File: src/rtl/rls_pkg.sv
// ----------------------------------------------------------------------------
// rls_pkg
// Shared types, constants and fixed-point helpers for the two-parameter
// RLS estimator.
// ----------------------------------------------------------------------------
package rls_pkg;

    localparam int FRAC_BITS  = 32;
    localparam int SW         = 64;
    localparam int COEFF_FRAC = 30;
    localparam int PROD_W     = 2 * SW;
    localparam int HALF_W     = SW / 2;

    localparam logic signed [SW-1:0] SMAX = {1'b0, {(SW-1){1'b1}}};
    localparam logic signed [SW-1:0] SMIN = {1'b1, {(SW-1){1'b0}}};
    localparam logic signed [SW-1:0] ONE  = {{(SW-FRAC_BITS-1){1'b0}}, 1'b1,
                                            {FRAC_BITS{1'b0}}};

    typedef logic signed [SW-1:0] st_t;

    // register indexes
    typedef enum logic [1:0] {
        REG_POLE  = 2'd0,
        REG_GAIN  = 2'd1,
        REG_COV   = 2'd2,
        REG_PCONST = 2'd3
    } reg_idx_t;

    // datapath operand selectors
    typedef enum logic [4:0] {
        OP_FILT_V0, OP_FILT_V1, OP_FILT_V2,
        OP_FILT_I0, OP_FILT_I1, OP_FILT_I2,
        OP_T0A, OP_T0B, OP_T1A, OP_T1B,
        OP_DENA, OP_DENB,
        OP_U0A, OP_U0B, OP_U1A, OP_U1B,
        OP_P00, OP_P01, OP_P10, OP_P11,
        OP_EA, OP_EB, OP_A0, OP_A1
    } mop_t;

    typedef enum logic [1:0] {
        DV_G0, DV_G1, DV_RS, DV_LD
    } dop_t;

    typedef enum logic [4:0] {
        S_IDLE, S_RESTART, S_MUL, S_MUL_WAIT, S_DIV, S_DIV_WAIT, S_OUT
    } state_t;

    typedef struct packed {
        logic  restart;
        logic  mul_start;
        mop_t  mul_op;
        logic  div_start;
        dop_t  div_op;
        logic  capture_in;
        logic  load_out;
    } ctl_t;

    typedef struct packed {
        logic mul_done;
        logic div_done;
        logic a0_zero;
    } sts_t;

    function automatic logic [SW-1:0] mag(input st_t x);
        mag = x[SW-1] ? (~x + 1'b1) : x;
    endfunction

    // saturating from sign + wide magnitude
    function automatic st_t from_mag(input logic neg, input logic [PROD_W-1:0] m);
        logic ovf;
        ovf = |m[PROD_W-1:SW];
        if (!neg) begin
            from_mag = (ovf || m[SW-1]) ? SMAX : st_t'(m[SW-1:0]);
        end else begin
            if (ovf || (m[SW-1] && |m[SW-2:0])) from_mag = SMIN;
            else from_mag = st_t'(~m[SW-1:0] + 1'b1);
        end
    endfunction

    function automatic st_t sadd(input st_t a, input st_t b);
        logic signed [SW:0] s;
        s = {a[SW-1], a} + {b[SW-1], b};
        if (s[SW] != s[SW-1]) sadd = s[SW] ? SMIN : SMAX;
        else sadd = s[SW-1:0];
    endfunction

    function automatic st_t ssub(input st_t a, input st_t b);
        logic signed [SW:0] s;
        s = {a[SW-1], a} - {b[SW-1], b};
        if (s[SW] != s[SW-1]) ssub = s[SW] ? SMIN : SMAX;
        else ssub = s[SW-1:0];
    endfunction

    function automatic st_t sample_to_state(input logic signed [31:0] x);
        logic [31:0] m;
        m = x[31] ? (~x + 1'b1) : x;
        sample_to_state = from_mag(x[31],
            PROD_W'({m, {(FRAC_BITS-16){1'b0}}}));
    endfunction

    // a 31-bit whole number always fits the 32 integer bits
    function automatic st_t int_to_state(input logic [30:0] x);
        int_to_state = st_t'({x, {FRAC_BITS{1'b0}}});
    endfunction

endpackage

File: src/rtl/rls_ctrl.sv
// ----------------------------------------------------------------------------
// rls_ctrl
// Sequencer: walks the multiply and divide schedule of one RLS step.
// ----------------------------------------------------------------------------
module rls_ctrl
(
    input  logic           clk,
    input  logic           rst_n,
    input  logic           in_fire,
    input  logic           in_mode,
    input  logic           out_free,
    output logic           in_ready,
    output logic           out_load,
    output rls_pkg::ctl_t  ctl,
    input  rls_pkg::sts_t  sts
);
    import rls_pkg::*;

    state_t state_reg, state_next;
    mop_t   mop_reg, mop_next;
    dop_t   dop_reg, dop_next;

    always_comb
    begin
        state_next = state_reg;
        mop_next   = mop_reg;
        dop_next   = dop_reg;
        case (state_reg)
            S_IDLE: if (in_fire) begin
                state_next = in_mode ? S_RESTART : S_MUL;
                mop_next = OP_FILT_V0;
            end
            S_RESTART: state_next = S_OUT;
            S_MUL: state_next = S_MUL_WAIT;
            S_MUL_WAIT: if (sts.mul_done) begin
                case (mop_reg)
                    OP_DENB: begin state_next = S_DIV; dop_next = DV_G0; end
                    OP_A1: begin
                        // a0 is registered by now
                        if (sts.a0_zero) state_next = S_OUT;
                        else begin state_next = S_DIV; dop_next = DV_RS; end
                    end
                    default: begin state_next = S_MUL; mop_next = mop_t'(mop_reg + 5'd1); end
                endcase
            end
            S_DIV: state_next = S_DIV_WAIT;
            S_DIV_WAIT: if (sts.div_done) begin
                case (dop_reg)
                    DV_G0: begin state_next = S_DIV; dop_next = DV_G1; end
                    DV_G1: begin state_next = S_MUL; mop_next = OP_U0A; end
                    DV_RS: begin state_next = S_DIV; dop_next = DV_LD; end
                    default: state_next = S_OUT;
                endcase
            end
            S_OUT: if (out_free) state_next = S_IDLE;
            default: state_next = S_IDLE;
        endcase
    end

    always_comb
    begin
        ctl = '0;
        ctl.mul_op = mop_reg;
        ctl.div_op = dop_reg;
        ctl.capture_in = (state_reg == S_IDLE) && in_fire;
        ctl.restart    = (state_reg == S_RESTART);
        ctl.mul_start  = (state_reg == S_MUL);
        ctl.div_start  = (state_reg == S_DIV);
        ctl.load_out   = (state_reg == S_OUT) && out_free;
        in_ready = (state_reg == S_IDLE);
        out_load = ctl.load_out;
    end

    always_ff @(posedge clk or negedge rst_n)
    begin
        if (!rst_n) begin
            state_reg <= S_IDLE;
            mop_reg   <= OP_FILT_V0;
            dop_reg   <= DV_G0;
        end else begin
            state_reg <= state_next;
            mop_reg   <= mop_next;
            dop_reg   <= dop_next;
        end
    end
endmodule

File: config.mk
export PLATFORM = sky130hd
export DESIGN_NAME = rls_ctrl
export DESIGN_NICKNAME = d
export VERILOG_FILES = /design/src/rtl/rls_pkg.sv /design/src/rtl/rls_ctrl.sv
export SDC_FILE = /design/constraint.sdc
export NUM_CORES = 1
export LEC_CHECK = 0
export ABC_AREA = 1
export BUFFER_PORTS_ARGS = -buffer_cell sky130_fd_sc_hd__buf_2
export CORE_MARGIN = 4
export CORE_UTILIZATION = 41
export CTS_CLUSTER_SIZE = 14
export DETAILED_ROUTE_END_ITERATION = 6
export GPL_ROUTABILITY_DRIVEN = 0
export PLACE_DENSITY = 0.68
export SLEW_MARGIN = 20
export SYNTH_ARGS = -nofsm -noshare
export SYNTH_HDL_FRONTEND = slang
export SYNTH_SLANG_ARGS = --single-unit
export TNS_END_PERCENT = 1
File: constraint.sdc
create_clock -name clk -period 3.9 [get_ports clk]
set_input_delay 0.78 -clock clk [delete_from_list [all_inputs] [get_ports clk]]
set_output_delay 0.78 -clock clk [all_outputs]
set_load 0.1 [all_outputs]
==> impl_results.md <==
- Drt first-iter violations: 11
- Yosys warnings: 0
- Endpoints failing setup: 0
- Max-cap violation count: 0
- Setup Skew: 4.98 ps
- Post-synth top cells: 30 x nand2_1, 18 x nand3_1, 18 x nor2_1, 17 x inv_1, 10 x dfrtp_1
- Clk buf depth: 2
- Worst EP required: 3120 ps
- Root Driver: clkbuf_4
- First-pass iteration count of the detailed router: 4
- Synthesized Nets: 136
- Count of input and output buffers: 21
- Synthesized flop and latch total: 10
- Mapped Area: 825 um^2
- Top cell type by total area after synthesis: dfrtp_1
- Critical path fanouts, max: 8
- DIE AREA: 2790 um^2
- Worst skew pair latency: 270 ps
- WS Path Type: flop to output port
- Max FFs per register: 5
- Fin crit share: 61.7%
- Post-synth top area share: 30.3%
- Drt total wl: 1.91 mm
- Post-Synthesis Cells: 127
- FF-to-FF path depth: 9
- Main area contributors after synthesis: dfrtp_1 30%, nand2_1 14%, nand3_1 11%
- Fin nets: 159
- Vias/cell: 4.92
- Max transition margin: 67.7%
- Async SR Flop Fraction: 100%
- Overall Global Routing Usage: 16.3%
- H-Tree Depth: 1
- Highest metal used: met4
- Post_cts resized: 0
- Predominant post-synthesis flop cell: dfrtp_1
- Min Hold Slack: 367 ps
- Cells along the critical path: inv_2 -> nor4_2 -> buf_2
- Reg-to-reg critical path endpoint: mop_reg[3]
- Final Critical Period: 2410 ps
- Setup Fix Bufs, Post-CTS: 0
- DIE HEIGHT: 52.8 um
- Avg WL per Cell: 11.0 um
- Most common cell in the netlist: nand2_1
- Initial antenna violation count: 0
- CTS clk-pin slew, worst paths: 70 ps
- CP Capture Type: output port
- Global-route wire length before repair: 3.28 mm
- WL met2: 884 um
- Sum Neg Setup Slack: 0 ps
- Worst setup path start: state_reg[1]
- Core outline area: 1820 um^2
- Final Max Tran Viols: 0
- Finished Layout Cells: 173
- CTS tree: yes
- Synthesis-to-layout area growth: 16.4%
- Pin count of the biggest net entering global routing: 11
- Util after Layout: 52.7%
- Diodes inserted: 0
- Initial Util: 45.3%
- Share of cells above drive strength 1: 27.0%
- Slew @ Worst Pin: 488 ps
- Max Clk Rate: 415 MHz
- Slowest Stage Delay on Critical Path: 540 ps
- Fin. Hold Viols: 0
- Hpwl dp: 1.53 mm
- Hold crit path type: primary input to async pin
- RSZ-0062 raised after global routing: false
- Register area share after synthesis: 30.3%
- CTS Sinks: 10
- Slowest CP cell: dfrtp_1
- M1 wire length: 884 um
- Row count: 15
- Worst reg2reg setup slack: 2190 ps
- Setup crit end: ctl[0]
- CP Data Arrival Time: 1630 ps
- Hold_buf cts: 0
- Vias in the first global route: 773
- Syn avg cell area: 6.49 um^2
- Outcome: finished clean
- Placed cell count: 170
- Crit start category: flop
- Synth cell types: 22
- DRC Markers: 0
- Gr ovfl total: 0
- Wire length on met3: 105 um
- Number of synthesized flops with an enable pin: 0
- # IOs: 22
- Chip Width: 52.8 um
- CTS Buf Count: 3
- Total number of vias: 852
- RR Startpoint: mop_reg[0]
- Antenna viol nets, final: 0
## metal layers
layer / GRT usage (%) / up-vias
li1: - / 442
met1: 20.2 / 382
met2: 26.4 / 23
met3: 3.42 / 5
met4: 7.66 / 0
met5: 0 / -
## critical path, delay by kind of cell (launching register included)
family / cells / cell delay [ps]
buf+inv: 2 / 590
flops: 1 / 540
simple gates: 1 / 240
## worst min path at each step
stage / from / endpoint / slack (ps) / cells after the start
finish: rst_n / mop_reg[2] / 370 / 1
global route: rst_n / mop_reg[2] / 380 / 1
CTS: rst_n / mop_reg[2] / 370 / 1
detailed placement: dop_reg[0] / dop_reg[0] / 490 / 2
global placement: dop_reg[0] / dop_reg[0] / 480 / 2
floorplan: rst_n / dop_reg[0] / 480 / 0
## metrics by stage
step | instance area, um^2 | setup WS, ps
after floorplan | 831 | 106
after global placement | 937 | 1620
after detailed placement | 937 | 1600
after CTS | 960 | 1480
after global routing | 960 | 1410
final | 960 | 1490
## logic make-up after synthesis
group | share of synthesized area (%)
flops | 30.3
simple gates | 46.9
xor+xnor | 1.06
compound gates | 7.44
fa+ha+maj | 1.52
buf+inv | 12.7
## area by class of cell
type / count / area [um^2]
Sequential cell: 10 / 250
Multi-Input combinational cell: 94 / 475
Clock buffer: 3 / 22.5
Fill cell: 187 / 861
Tap cell: 25 / 31.3
Inverter: 20 / 75.1
Timing Repair Buffer: 21 / 105
## cell usage in the layout (no fill, tap or decap), drive strengths merged
cell type and count:
nand4 3, nor4 1, o21ai 7, dfrtp 10, a21oi 3, xnor2 1, nor2 22, nand3 20
o21bai 1, nand2 35, ha 1, buf 21, clkbuf 3, inv 20
Power is not shown: default switching activity piles up to over one toggle a cycle in this logic, so the estimate is an artifact.
